[src/sv/sbhp_pkg.sv]
// shared types and constants of the shader blob header parser
package sbhp_pkg;

  // result status codes
  localparam logic [2:0] StatusOk       = 3'd0;
  localparam logic [2:0] StatusBadSig   = 3'd1;
  localparam logic [2:0] StatusBadStage = 3'd2;
  localparam logic [2:0] StatusTrunc    = 3'd3;
  localparam logic [2:0] StatusZeroSize = 3'd4;
  localparam logic [2:0] StatusOverrun  = 3'd5;
  localparam logic [2:0] StatusTooLong  = 3'd6;

  // stage codes
  localparam logic [1:0] StageFrag    = 2'd0;
  localparam logic [1:0] StageVertex  = 2'd1;
  localparam logic [1:0] StageCompute = 2'd2;

  // magic letters
  localparam logic [7:0] CharS = 8'h53;
  localparam logic [7:0] CharH = 8'h48;
  localparam logic [7:0] CharF = 8'h46;
  localparam logic [7:0] CharV = 8'h56;
  localparam logic [7:0] CharC = 8'h43;

  // format versions that add header fields
  localparam logic [7:0] VerHashOut = 8'd6;
  localparam logic [7:0] VerTexInfo = 8'd8;
  localparam logic [7:0] VerTexFmt  = 8'd10;

  // parse phases
  typedef enum logic [3:0] {
    PhMagic    = 4'd0,
    PhHashIn   = 4'd1,
    PhHashOut  = 4'd2,
    PhUCount   = 4'd3,
    PhNameLen  = 4'd4,
    PhName     = 4'd5,
    PhUType    = 4'd6,
    PhUReg     = 4'd7,
    PhTexInfo  = 4'd8,
    PhTexFmt   = 4'd9,
    PhCodeSize = 4'd10,
    PhPayload  = 4'd11
  } phase_e;

  // packed result word, lowest field last
  typedef struct packed {
    logic [31:0] code_size;
    logic [31:0] code_offset;
    logic [7:0]  version;
    logic [1:0]  stage;
    logic [2:0]  status;
  } result_t;

endpackage

[src/sv/shader_blob_header_parser.sv]
// shader blob header parser top level
//
// Takes a shader blob one word (byte) per handshake, with tlast on the final byte, and
// gives one result word when the final byte is taken: status, stage, version, code
// offset and code size. Each byte is handled in the cycle it is accepted, so the block
// takes one byte per cycle; the only stall comes from the single output register:
// while a result waits for the master side to take it, no further byte is accepted.
// The result word is valid the cycle after its final byte. Byte offsets are counted
// in OFFSET_BITS bits; a byte that arrives once the counter is full flags the blob as
// too long. The first error of a blob is kept, and the parser returns to its reset
// state after each final byte.
module shader_blob_header_parser #(
  parameter int unsigned OFFSET_BITS = 32
) (
  input  logic        clk_i,
  input  logic        rst_ni,
  input  logic        s_axis_tvalid,
  output logic        s_axis_tready,
  input  logic [7:0]  s_axis_tdata,   // data_byte [7:0]
  input  logic        s_axis_tlast,   // last_byte
  output logic        m_axis_tvalid,
  input  logic        m_axis_tready,
  // status [2:0], stage [4:3], version [12:5], code_offset [44:13],
  // code_size [76:45], zero fill [79:77]
  output logic [79:0] m_axis_tdata
);

  localparam logic [OFFSET_BITS-1:0] CountMax = '1;

  // parser state
  sbhp_pkg::phase_e       phase_q, phase_d;
  logic [1:0]             idx_q, idx_d;
  logic [31:0]            acc_q, acc_d;
  logic [7:0]             ver_q, ver_d;
  logic [1:0]             stage_q, stage_d;
  logic [15:0]            uleft_q, uleft_d;
  logic [7:0]             nleft_q, nleft_d;
  logic [OFFSET_BITS-1:0] seen_q, seen_d;
  logic [31:0]            psize_q, psize_d;
  logic [31:0]            pleft_q, pleft_d;
  logic [OFFSET_BITS-1:0] cstart_q, cstart_d;
  logic [2:0]             err_q, err_d;

  // output register
  logic                   out_valid_q, out_valid_d;
  sbhp_pkg::result_t      res_q, res_d;

  logic                   in_acc;
  logic [31:0]            field_val;
  logic [1:0]             idx_inc;
  logic                   gather_en;
  logic                   gather_two;
  logic                   field_done;
  logic [15:0]            uleft_dec;
  logic [7:0]             nleft_dec;
  logic [2:0]             res_status;
  logic [63:0]            cstart_ext;

  assign s_axis_tready = !out_valid_q || m_axis_tready;
  assign in_acc        = s_axis_tvalid && s_axis_tready;
  assign m_axis_tvalid = out_valid_q;
  assign m_axis_tdata  = {3'b000, res_q};

  // field gathering, little endian
  assign field_val = acc_q | (32'(s_axis_tdata) << {idx_q, 3'b000});
  assign idx_inc   = idx_q + 2'd1;
  assign uleft_dec = uleft_q - 16'd1;
  assign nleft_dec = nleft_q - 8'd1;

  always_comb begin
    gather_en  = 1'b0;
    gather_two = 1'b0;
    case (phase_q)
      sbhp_pkg::PhMagic, sbhp_pkg::PhHashIn, sbhp_pkg::PhHashOut,
      sbhp_pkg::PhUReg, sbhp_pkg::PhCodeSize: begin
        gather_en = 1'b1;
      end
      sbhp_pkg::PhUCount, sbhp_pkg::PhUType, sbhp_pkg::PhTexInfo,
      sbhp_pkg::PhTexFmt: begin
        gather_en  = 1'b1;
        gather_two = 1'b1;
      end
      default: begin
        gather_en = 1'b0;
      end
    endcase
  end

  assign field_done = gather_en && (gather_two ? (idx_inc == 2'd2) : (idx_inc == 2'd0));

  // per byte state update and result
  always_comb begin
    phase_d     = phase_q;
    idx_d       = idx_q;
    acc_d       = acc_q;
    ver_d       = ver_q;
    stage_d     = stage_q;
    uleft_d     = uleft_q;
    nleft_d     = nleft_q;
    seen_d      = seen_q;
    psize_d     = psize_q;
    pleft_d     = pleft_q;
    cstart_d    = cstart_q;
    err_d       = err_q;
    out_valid_d = out_valid_q && !m_axis_tready;
    res_d       = res_q;
    res_status  = sbhp_pkg::StatusOk;
    cstart_ext  = '0;

    if (in_acc && err_q == sbhp_pkg::StatusOk) begin
      if (seen_q == CountMax) begin
        err_d = sbhp_pkg::StatusTooLong;
      end else begin
        seen_d = seen_q + 1'b1;
        if (gather_en) begin
          if (field_done) begin
            acc_d = '0;
            idx_d = '0;
          end else begin
            acc_d = field_val;
            idx_d = idx_inc;
          end
        end
        case (phase_q)
          sbhp_pkg::PhMagic: begin
            if (field_done) begin
              if (field_val[15:8] != sbhp_pkg::CharS || field_val[23:16] != sbhp_pkg::CharH)
              begin
                err_d = sbhp_pkg::StatusBadSig;
              end else if (field_val[7:0] == sbhp_pkg::CharF) begin
                stage_d = sbhp_pkg::StageFrag;
                ver_d   = field_val[31:24];
                phase_d = sbhp_pkg::PhHashIn;
              end else if (field_val[7:0] == sbhp_pkg::CharV) begin
                stage_d = sbhp_pkg::StageVertex;
                ver_d   = field_val[31:24];
                phase_d = sbhp_pkg::PhHashIn;
              end else if (field_val[7:0] == sbhp_pkg::CharC) begin
                stage_d = sbhp_pkg::StageCompute;
                ver_d   = field_val[31:24];
                phase_d = sbhp_pkg::PhHashIn;
              end else begin
                err_d = sbhp_pkg::StatusBadStage;
              end
            end
          end
          sbhp_pkg::PhHashIn: begin
            if (field_done) begin
              phase_d = (ver_q >= sbhp_pkg::VerHashOut) ? sbhp_pkg::PhHashOut
                                                        : sbhp_pkg::PhUCount;
            end
          end
          sbhp_pkg::PhHashOut: begin
            if (field_done) begin
              phase_d = sbhp_pkg::PhUCount;
            end
          end
          sbhp_pkg::PhUCount: begin
            if (field_done) begin
              uleft_d = field_val[15:0];
              phase_d = (field_val[15:0] == 16'd0) ? sbhp_pkg::PhCodeSize
                                                   : sbhp_pkg::PhNameLen;
            end
          end
          sbhp_pkg::PhNameLen: begin
            nleft_d = s_axis_tdata;
            phase_d = (s_axis_tdata == 8'd0) ? sbhp_pkg::PhUType : sbhp_pkg::PhName;
          end
          sbhp_pkg::PhName: begin
            nleft_d = nleft_dec;
            if (nleft_dec == 8'd0) begin
              phase_d = sbhp_pkg::PhUType;
            end
          end
          sbhp_pkg::PhUType: begin
            if (field_done) begin
              phase_d = sbhp_pkg::PhUReg;
            end
          end
          sbhp_pkg::PhUReg, sbhp_pkg::PhTexInfo, sbhp_pkg::PhTexFmt: begin
            if (field_done) begin
              if (phase_q == sbhp_pkg::PhUReg && ver_q >= sbhp_pkg::VerTexInfo) begin
                phase_d = sbhp_pkg::PhTexInfo;
              end else if (phase_q == sbhp_pkg::PhTexInfo && ver_q >= sbhp_pkg::VerTexFmt)
              begin
                phase_d = sbhp_pkg::PhTexFmt;
              end else begin
                // end of one uniform entry
                uleft_d = uleft_dec;
                phase_d = (uleft_dec == 16'd0) ? sbhp_pkg::PhCodeSize : sbhp_pkg::PhNameLen;
              end
            end
          end
          sbhp_pkg::PhCodeSize: begin
            if (field_done) begin
              if (field_val == 32'd0) begin
                err_d = sbhp_pkg::StatusZeroSize;
              end else begin
                psize_d  = field_val;
                pleft_d  = field_val;
                cstart_d = seen_q + 1'b1;
                phase_d  = sbhp_pkg::PhPayload;
              end
            end
          end
          sbhp_pkg::PhPayload: begin
            // count down code bytes still owed
            if (pleft_q != 32'd0) begin
              pleft_d = pleft_q - 32'd1;
            end
          end
          default: begin
            phase_d = phase_q;
          end
        endcase
      end
    end

    // result on the final byte, then back to reset
    if (in_acc && s_axis_tlast) begin
      res_status = err_d;
      if (res_status == sbhp_pkg::StatusOk && phase_d != sbhp_pkg::PhPayload) begin
        res_status = sbhp_pkg::StatusTrunc;
      end
      if (res_status == sbhp_pkg::StatusOk && pleft_d != 32'd0) begin
        res_status = sbhp_pkg::StatusOverrun;
      end
      cstart_ext        = 64'(cstart_d);
      out_valid_d       = 1'b1;
      res_d.status      = res_status;
      res_d.stage       = stage_d;
      res_d.version     = ver_d;
      res_d.code_offset = (res_status == sbhp_pkg::StatusOk) ? cstart_ext[31:0] : 32'd0;
      res_d.code_size   = (res_status == sbhp_pkg::StatusOk) ? psize_d : 32'd0;

      phase_d  = sbhp_pkg::PhMagic;
      idx_d    = '0;
      acc_d    = '0;
      ver_d    = '0;
      stage_d  = '0;
      uleft_d  = '0;
      nleft_d  = '0;
      seen_d   = '0;
      psize_d  = '0;
      pleft_d  = '0;
      cstart_d = '0;
      err_d    = sbhp_pkg::StatusOk;
    end
  end

  // control and parser registers
  always_ff @(posedge clk_i or negedge rst_ni) begin
    if (!rst_ni) begin
      phase_q     <= sbhp_pkg::PhMagic;
      idx_q       <= '0;
      acc_q       <= '0;
      ver_q       <= '0;
      stage_q     <= '0;
      uleft_q     <= '0;
      nleft_q     <= '0;
      seen_q      <= '0;
      psize_q     <= '0;
      pleft_q     <= '0;
      cstart_q    <= '0;
      err_q       <= sbhp_pkg::StatusOk;
      out_valid_q <= 1'b0;
    end else begin
      phase_q     <= phase_d;
      idx_q       <= idx_d;
      acc_q       <= acc_d;
      ver_q       <= ver_d;
      stage_q     <= stage_d;
      uleft_q     <= uleft_d;
      nleft_q     <= nleft_d;
      seen_q      <= seen_d;
      psize_q     <= psize_d;
      pleft_q     <= pleft_d;
      cstart_q    <= cstart_d;
      err_q       <= err_d;
      out_valid_q <= out_valid_d;
    end
  end

  // result payload register
  always_ff @(posedge clk_i) begin
    res_q <= res_d;
  end

  // a final byte always returns the parser to its reset state
  a_last_resets: assert property (@(posedge clk_i) disable iff (!rst_ni)
    (in_acc && s_axis_tlast) |=> (phase_q == sbhp_pkg::PhMagic && seen_q == '0 &&
                                 err_q == sbhp_pkg::StatusOk))
    else $error("parser not reset after final byte");

  // a latched error holds until the final byte
  a_err_sticky: assert property (@(posedge clk_i) disable iff (!rst_ni)
    (err_q != sbhp_pkg::StatusOk && !(in_acc && s_axis_tlast)) |=> $stable(err_q))
    else $error("latched error changed mid blob");

  // a new result appears only after a final byte
  a_result_src: assert property (@(posedge clk_i) disable iff (!rst_ni)
    $rose(out_valid_q) |-> $past(in_acc && s_axis_tlast))
    else $error("result without final byte");

  // ok results carry a nonzero code size
  a_ok_size: assert property (@(posedge clk_i) disable iff (!rst_ni)
    (out_valid_q && res_q.status == sbhp_pkg::StatusOk) |-> (res_q.code_size != 32'd0))
    else $error("ok result with zero code size");

  // the payload phase always has a code size
  a_payload_size: assert property (@(posedge clk_i) disable iff (!rst_ni)
    (phase_q == sbhp_pkg::PhPayload) |-> (psize_q != 32'd0 && pleft_q <= psize_q))
    else $error("payload phase without code size");

endmodule
[config.mk]
export PLATFORM = sky130hd
export DESIGN_NAME = shader_blob_header_parser
export DESIGN_NICKNAME = d
export VERILOG_FILES = /design/src/sv/sbhp_pkg.sv /design/src/sv/shader_blob_header_parser.sv
export SDC_FILE = /design/constraint.sdc
export NUM_CORES = 1
export LEC_CHECK = 0
export BUFFER_PORTS_ARGS = -buffer_cell sky130_fd_sc_hd__buf_2
export CAP_MARGIN = 25
export CORE_ASPECT_RATIO = 1.75
export CORE_MARGIN = 5
export CORE_UTILIZATION = 50
export CTS_BUF_LIST = sky130_fd_sc_hd__clkbuf_4 sky130_fd_sc_hd__clkbuf_8
export DETAILED_ROUTE_END_ITERATION = 16
export GPL_ROUTABILITY_DRIVEN = 0
export PLACE_DENSITY_LB_ADDON = 0.1
export SYNTH_ARGS = -nofsm -noshare
export SYNTH_HDL_FRONTEND = slang
export SYNTH_SLANG_ARGS = --single-unit
[constraint.sdc]
create_clock -name clk_i -period 9.6 [get_ports clk_i]
set_clock_uncertainty 0.2 [all_clocks]
set_input_delay 0.96 -clock clk_i [delete_from_list [all_inputs] [get_ports clk_i]]
set_output_delay 0.96 -clock clk_i [all_outputs]
set_load 0.05 [all_outputs]
# --- Word level (Yosys, flattened, before mapping) ---
# Cells that the tools add are included.
totals:
  in_bits: 13
  wordCells: 193
  output_inout_bits: 82
  register_bits: 281
classes:
  addsub: 5
  bitwise: 1
  eq_ne: 24
  n_lt_le_gt_ge: 3
  reduce_logical: 37
  mux: 104
  shifts: 1
op_table:
  columns: ["cell", "n"]
  rows:
  - ["$mux 32", 26]
  - ["$mux 16", 7]
  - ["$mux 8", 12]
  - ["$mux 4", 20]
  - ["$pmux 32 s2", 1]
  - ["$reduce_bool 32->1", 2]
  - ["$mux 3", 14]
  - ["$pmux 4 s9", 1]
  - ["$add 32x1->32 const B", 1]
  - ["$eq 32x32->1 const B", 1]
  - ["$logic_not 16->1", 2]
  - ["$logic_not 32->1", 1]
  - ["$or 32x32->32", 1]
  - ["$pmux 16 s2", 1]
  - ["$shl 8x5->32", 1]
  - ["$sub 32x1->32 const B", 1]
  - ["$mux 2", 15]
  - ["$eq 8x7->1 const B", 3]
  - ["$eq 4x3->1 const B", 4]
  - ["$eq 4x4->1 const B", 4]
  - ["$ge 8x4->1 const B", 2]
  - ["$logic_not 8->1", 2]
  - ["$ne 8x7->1 const B", 2]
  - ["$pmux 8 s2", 1]
  - ["other kinds (26)", 50]

# --- Depth between registers and ports, before layout ---
logic_depth:
  word_depth: 20
  mapped_depth: 16
  mapped_depth_nobuf: 12

# --- Least setup slack after synthesis ---
# OpenSTA, ideal clock, no wires.
synth_path:
  kind: "input port to flip-flop"
  start: "in m_axis_tready"
  end: "reg res_q (netlist bit m_axis_tdata[0]), enable pin"
  arrival_ps: 4326
  setup_slack_ps: 4603
  setup_time_ps: 471
  stages: 5
  required_ps: 8929
  n_path_buf: 2
  cell_sequence: "nand2b_1 > nand3_1 > inv_1 > clkbuf_1 > clkbuf_1"
synth_via:
  elab_chain_cells: 3
synth_rtl:
  columns: ["element", "line", "source"]
  rows:
  - ["start: declaration", "shader_blob_header_parser.sv:22", "input logic m_axis_tready,"]
  - ["$logic_or 1x1->1", "shader_blob_header_parser.sv:59", "assign s_axis_tready = !out_valid_q || m_axis_tready;"]
  - ["$logic_and 1x1->1", "shader_blob_header_parser.sv:60", "assign in_acc = s_axis_tvalid && s_axis_tready;"]
  - ["$logic_and 1x1->1", "shader_blob_header_parser.sv:220", "if (in_acc && s_axis_tlast) begin"]
  - ["end signal: assignment", "shader_blob_header_parser.sv:286", "res_q <= res_d;"]
  - ["end: declaration", "shader_blob_header_parser.sv:46", "sbhp_pkg::result_t res_q, res_d;"]
# Every way passes these cells.
# A chain may end at the register's enable or synchronous reset.

# --- Worst setup path after layout ---
layout_path:
  start: "reg seen_q[0]"
  end: "reg res_q (netlist bit m_axis_tdata[17]), data pin"
layout_via:
  elab_chain_cells: 12
  word_cells_on_any_way: 24
  classes_between: "add/sub (1); eq/ne (2); mux (15); reduce/logical (6)"
layout_rtl:
  columns: ["element", "line", "source"]
  rows:
  - ["start: declaration", "shader_blob_header_parser.sv:38", "logic [OFFSET_BITS-1:0] seen_q, seen_d;"]
  - ["start signal: assignment", "shader_blob_header_parser.sv:275", "seen_q <= seen_d;"]
  - ["$eq 32x32->1", "shader_blob_header_parser.sv:111", "if (seen_q == CountMax) begin"]
  - ["$mux 4 / $mux 3 (equally long branches)", "shader_blob_header_parser.sv:111", null]
  - ["$mux 4 / $mux 3 (equally long branches)", "shader_blob_header_parser.sv:110", "if (in_acc && err_q == sbhp_pkg::StatusOk) begin"]
  - ["$ne 4x4->1 / $logic_not 3->1 (equally long branches)", "shader_blob_header_parser.sv:222", "if (res_status == sbhp_pkg::StatusOk && phase_d != sbhp_pkg::PhPayload) begin"]
  - ["$logic_and 1x1->1", "shader_blob_header_parser.sv:222", null]
  - ["$mux 3", "shader_blob_header_parser.sv:222", null]
  - ["$mux 3", "shader_blob_header_parser.sv:220", null]
  - ["$logic_not 3->1", "shader_blob_header_parser.sv:225", "if (res_status == sbhp_pkg::StatusOk && pleft_d != 32'd0) begin"]
  - ["$logic_and 1x1->1", "shader_blob_header_parser.sv:225", null]
  - ["$mux 3", "shader_blob_header_parser.sv:225", null]
  - ["$mux 3", "shader_blob_header_parser.sv:220", null]
  - ["$logic_not 3->1", "shader_blob_header_parser.sv:233", "res_d.code_offset = (res_status == sbhp_pkg::StatusOk) ? cstart_ext[31:0] : 32'd0;"]
# Parallel ways exist; a longest one is shown, timed or not. The select of a mux whose other input is x is not followed.

==> impl_metrics.xml <==
<?xml version="1.0" encoding="UTF-8"?>
<metrics>
  <group name="setup_path">
    <metric name="critical_path.startpoint_type" unit="">register</metric>
    <metric name="worstSetupEndpointType" unit="">register</metric>
    <metric name="worstPathMaxFanout" unit="">40</metric>
    <metric name="critical_path_class" unit="">reg2reg</metric>
    <metric name="crit_arrival" unit="ps">5810</metric>
    <metric name="worst-endpoint-required" unit="ps">9820</metric>
  </group>
  <group name="floorplanning">
    <metric name="dieHeight" unit="um">238</metric>
    <metric name="die_width" unit="um">140</metric>
    <metric name="floorplan.io_pins" unit="">95</metric>
    <metric name="core_box_area" unit="um^2">29300</metric>
    <metric name="die_area" unit="um^2">33300</metric>
    <metric name="num_rows" unit="">83</metric>
    <metric name="floorplan.initialDensity" unit="%">50.6</metric>
  </group>
  <group name="layout">
    <metric name="final_net_count" unit="">1712</metric>
    <metric name="flow.area_growth_from_synthesis" unit="%">11.4</metric>
    <metric name="num_antenna_cells" unit="">0</metric>
    <metric name="drive_above_1_share" unit="%">16.6</metric>
    <metric name="most-common-layout-cells" unit="">nor2_1, dfrtp_1, a21oi_1</metric>
    <metric name="layout.cells.most_common" unit="">nor2_1</metric>
  </group>
  <group name="synth">
    <metric name="synth.cell_area" unit="um^2">14800</metric>
    <metric name="synth_cells" unit="">1625</metric>
    <metric name="number_of_synthesized_flops_with_an_enable_pin" unit="">77</metric>
    <metric name="avgSynthCellArea" unit="um^2">9.13</metric>
    <metric name="yosys_register_bits" unit="">281</metric>
    <metric name="yosysSeqAreaShare" unit="%">50.0</metric>
    <metric name="dominantRegCellSynth" unit="">dfrtp_1</metric>
    <metric name="number_of_warnings_reported_in_the_yosys_synthesis_log" unit="">0</metric>
    <metric name="netlist-cell-type-count" unit="">83</metric>
    <metric name="async_flop_share" unit="%">72.6</metric>
  </group>
  <group name="worst_hold_path">
    <metric name="hold_class" unit="">in2async</metric>
  </group>
  <group name="global_route">
    <metric name="first_global_vias" unit="">12700</metric>
    <metric name="grt_overflow_total" unit="">0</metric>
    <metric name="initial_antenna_violation_count" unit="">0</metric>
    <metric name="grt_usage" unit="%">26.4</metric>
    <metric name="grt_first_pass_wirelength" unit="um">70000</metric>
    <metric name="grt_start_max_net_pins" unit="">103</metric>
  </group>
  <group name="cts">
    <metric name="cts.root.buffer_cell" unit="">clkbuf_8</metric>
    <metric name="tritoncts" unit="">built</metric>
    <metric name="cts_repair_resize_count" unit="">0</metric>
    <metric name="cts_hold_repair.buffers" unit="">0</metric>
    <metric name="clock_tree.htree_level_count" unit="">2</metric>
    <metric name="clk_latency" unit="ps">580</metric>
    <metric name="cts_clk_pin_slew_worst_paths" unit="ps">60</metric>
    <metric name="tritoncts_num_sinks" unit="">281</metric>
    <metric name="cts.path.max_buffers" unit="">3</metric>
    <metric name="post_cts_buffers" unit="">0</metric>
    <metric name="cts_buffer_count" unit="">43</metric>
  </group>
  <group name="drt">
    <metric name="dr.first_iter.drc_count" unit="">1138</metric>
    <metric name="routed_wire_length_per_instance" unit="um">21.3</metric>
    <metric name="drc_errors" unit="">0</metric>
    <metric name="drt.antenna.violating_nets" unit="">0</metric>
    <metric name="detailedRoute.firstPassIterationCount" unit="">5</metric>
    <metric name="route.final.wire_length" unit="um">44900</metric>
    <metric name="dr_total_vias" unit="">12900</metric>
    <metric name="post_drt_via_cell_ratio" unit="">6.11</metric>
  </group>
  <group name="timing">
    <metric name="hold_viol_final" unit="">0</metric>
    <metric name="fmax" unit="GHz">0.179</metric>
    <metric name="final-max-slew-violation-count" unit="">0</metric>
    <metric name="maxSlewHeadroom" unit="%">31.3</metric>
    <metric name="finalSetupViolations" unit="">0</metric>
    <metric name="finalCriticalPeriod" unit="ps">5600</metric>
    <metric name="final_total_negative_setup_slack" unit="ps">0</metric>
    <metric name="hold_slack" unit="ps">183</metric>
    <metric name="fin_crit_sh" unit="%">58.3</metric>
    <metric name="rsz0062_at_grt" unit="">no</metric>
    <metric name="worstMarginPinSlew" unit="ps">1030</metric>
  </group>
  <group name="power">
    <metric name="power_leakage" unit="nW">6.85</metric>
    <metric name="power.ir.vdd_worst" unit="uV">122</metric>
    <metric name="pwr_density_cell" unit="nW/um^2">188</metric>
  </group>
  <group name="placed_design">
    <metric name="numPortBuffers" unit="">91</metric>
    <metric name="dp_hpwl" unit="um">30900</metric>
  </group>
  <group name="job">
    <metric name="max-cap-violations" unit="">0</metric>
  </group>
  <group name="outcome">
    <metric name="run_status" unit="">finished, final reports clean</metric>
  </group>
</metrics>
worst max-delay path: stages (launching register included):
cell and delay, ps:
dfrtp_1 410, ha_1 230, nand3_1 230, nor4_1 510
buf_4 240, a31o_2 610, nor2_1 300, a2bb2oi_1 250
nor4bb_1 640, nand4b_1 150, nand4b_1 230, or4_4 780
buf_4 460, nor2_2 170
where the power goes:
part	leakage [nW]	total (mW)	internal, mW	switching (mW)
clock	0.490	1.04	0.562	0.479
sequential	3.56	1.36	1.29	0.0708
combinational	2.81	0.699	0.195	0.504
total	6.85	3.10	2.05	1.05
final cells by class:
| class | instances | area (um^2) |
|---|---|---|
| repair buffers | 125 | 754 |
| inverters | 19 | 76.3 |
| clock buffers | 71 | 852 |
| clock inverters | 8 | 45.0 |
| multi-input cells | 1220 | 6900 |
| well taps | 382 | 478 |
| fillers | 2715 | 12800 |
| flip-flops and latches | 281 | 7420 |
logic make-up (layout without fill, tap and decap cells):
family	count (synthesis)	count (layout)	share of synthesized area (%)
AOI/OAI and AO/OA	393	393	16.6
other	1	3	0.0253
DFF	281	281	50.0
and+or+nand+nor	741	741	24.6
xor gates and xnor gates	67	67	3.96
buffers and inverters	126	223	3.64
adders and majority gates	9	9	0.759
muxes	7	7	0.472
metrics by stage:
step	total power, mW	setup slack (ps)	std cells	area (um^2)	utilization, %
5_1_grt	3.23	3790	2106	16500	56.4
4_1_cts	3.11	4000	2104	16500	56.2
3_5_place_dp	2.07	3820	2025	15600	53.2
3_3_place_gp	2.07	3890	2023	15600	53.1
2_1_floorplan	1.77	4600	1627	14800	-
6_report	3.10	4000	2106	16500	56.4
path summary, 6_finish.rpt:
kind / start / endpoint / slack [ps] / cells past startpoint
setup / recovery: seen_q[0] / m_axis_tdata[17] / 4000 / 13
hold / removal: rst_ni / uleft_q[4] / 180 / 1
setup reg to reg: seen_q[0] / m_axis_tdata[17] / 4000 / 13
hold reg to reg: cstart_q[16] / cstart_q[16] / 310 / 2
max in group asynchronous: rst_ni / cstart_q[12] / 7660 / 2
min in group clk_i: cstart_q[16] / cstart_q[16] / 310 / 2
Yosys cell counts (6+ instances only):
cell type	instances	area, um^2
a2111oi_0	7	61.3
a211oi_1	11	82.6
a21oi_1	186	931
a221oi_1	7	61.3
a22oi_1	10	75.1
a31oi_1	9	56.3
and2_1	25	156
and3_1	14	87.6
clkbuf_1	91	342
dfrtp_1	204	5100
edfxtp_1	77	2310
ha_1	9	113
inv_1	19	71.3
mux2i_1	7	70.1
nand2_1	137	514
nand2b_1	13	81.3
nand3_1	34	170
nand3b_1	9	67.6
nand4_1	12	75.1
nor2_1	286	1070
nor2_2	50	313
nor2_4	10	113
nor2b_1	8	50.1
nor3_1	42	210
nor4_1	24	150
o211ai_1	6	45.0
o21ai_0	59	295
o22ai_1	16	100
o31ai_1	7	52.6
o32ai_1	10	87.6
or2_2	6	37.5
or3_1	18	113
or4_1	19	143
xnor2_1	36	315
xor2_1	31	272
state kept, by name, indices dropped and copies added (netlist names), 3 cells and up:
register      count
cstart_q         32
m_axis_tdata     77
phase_q           4
seen_q           32
pleft_q          32
ver_q             8
uleft_q          16
err_q             3
psize_q          32
acc_q            32
nleft_q           8
routing by layer:
metal	up-vias	share of wire (%)	track usage, %
li1	5906	-	-
met1	6252	37	30.2
met2	544	51	46.5
met3	158	5.8	3.83
met4	0	6.9	15.5
met5	-	0	0
No activity file was read; power rests on OpenSTA's default activity.
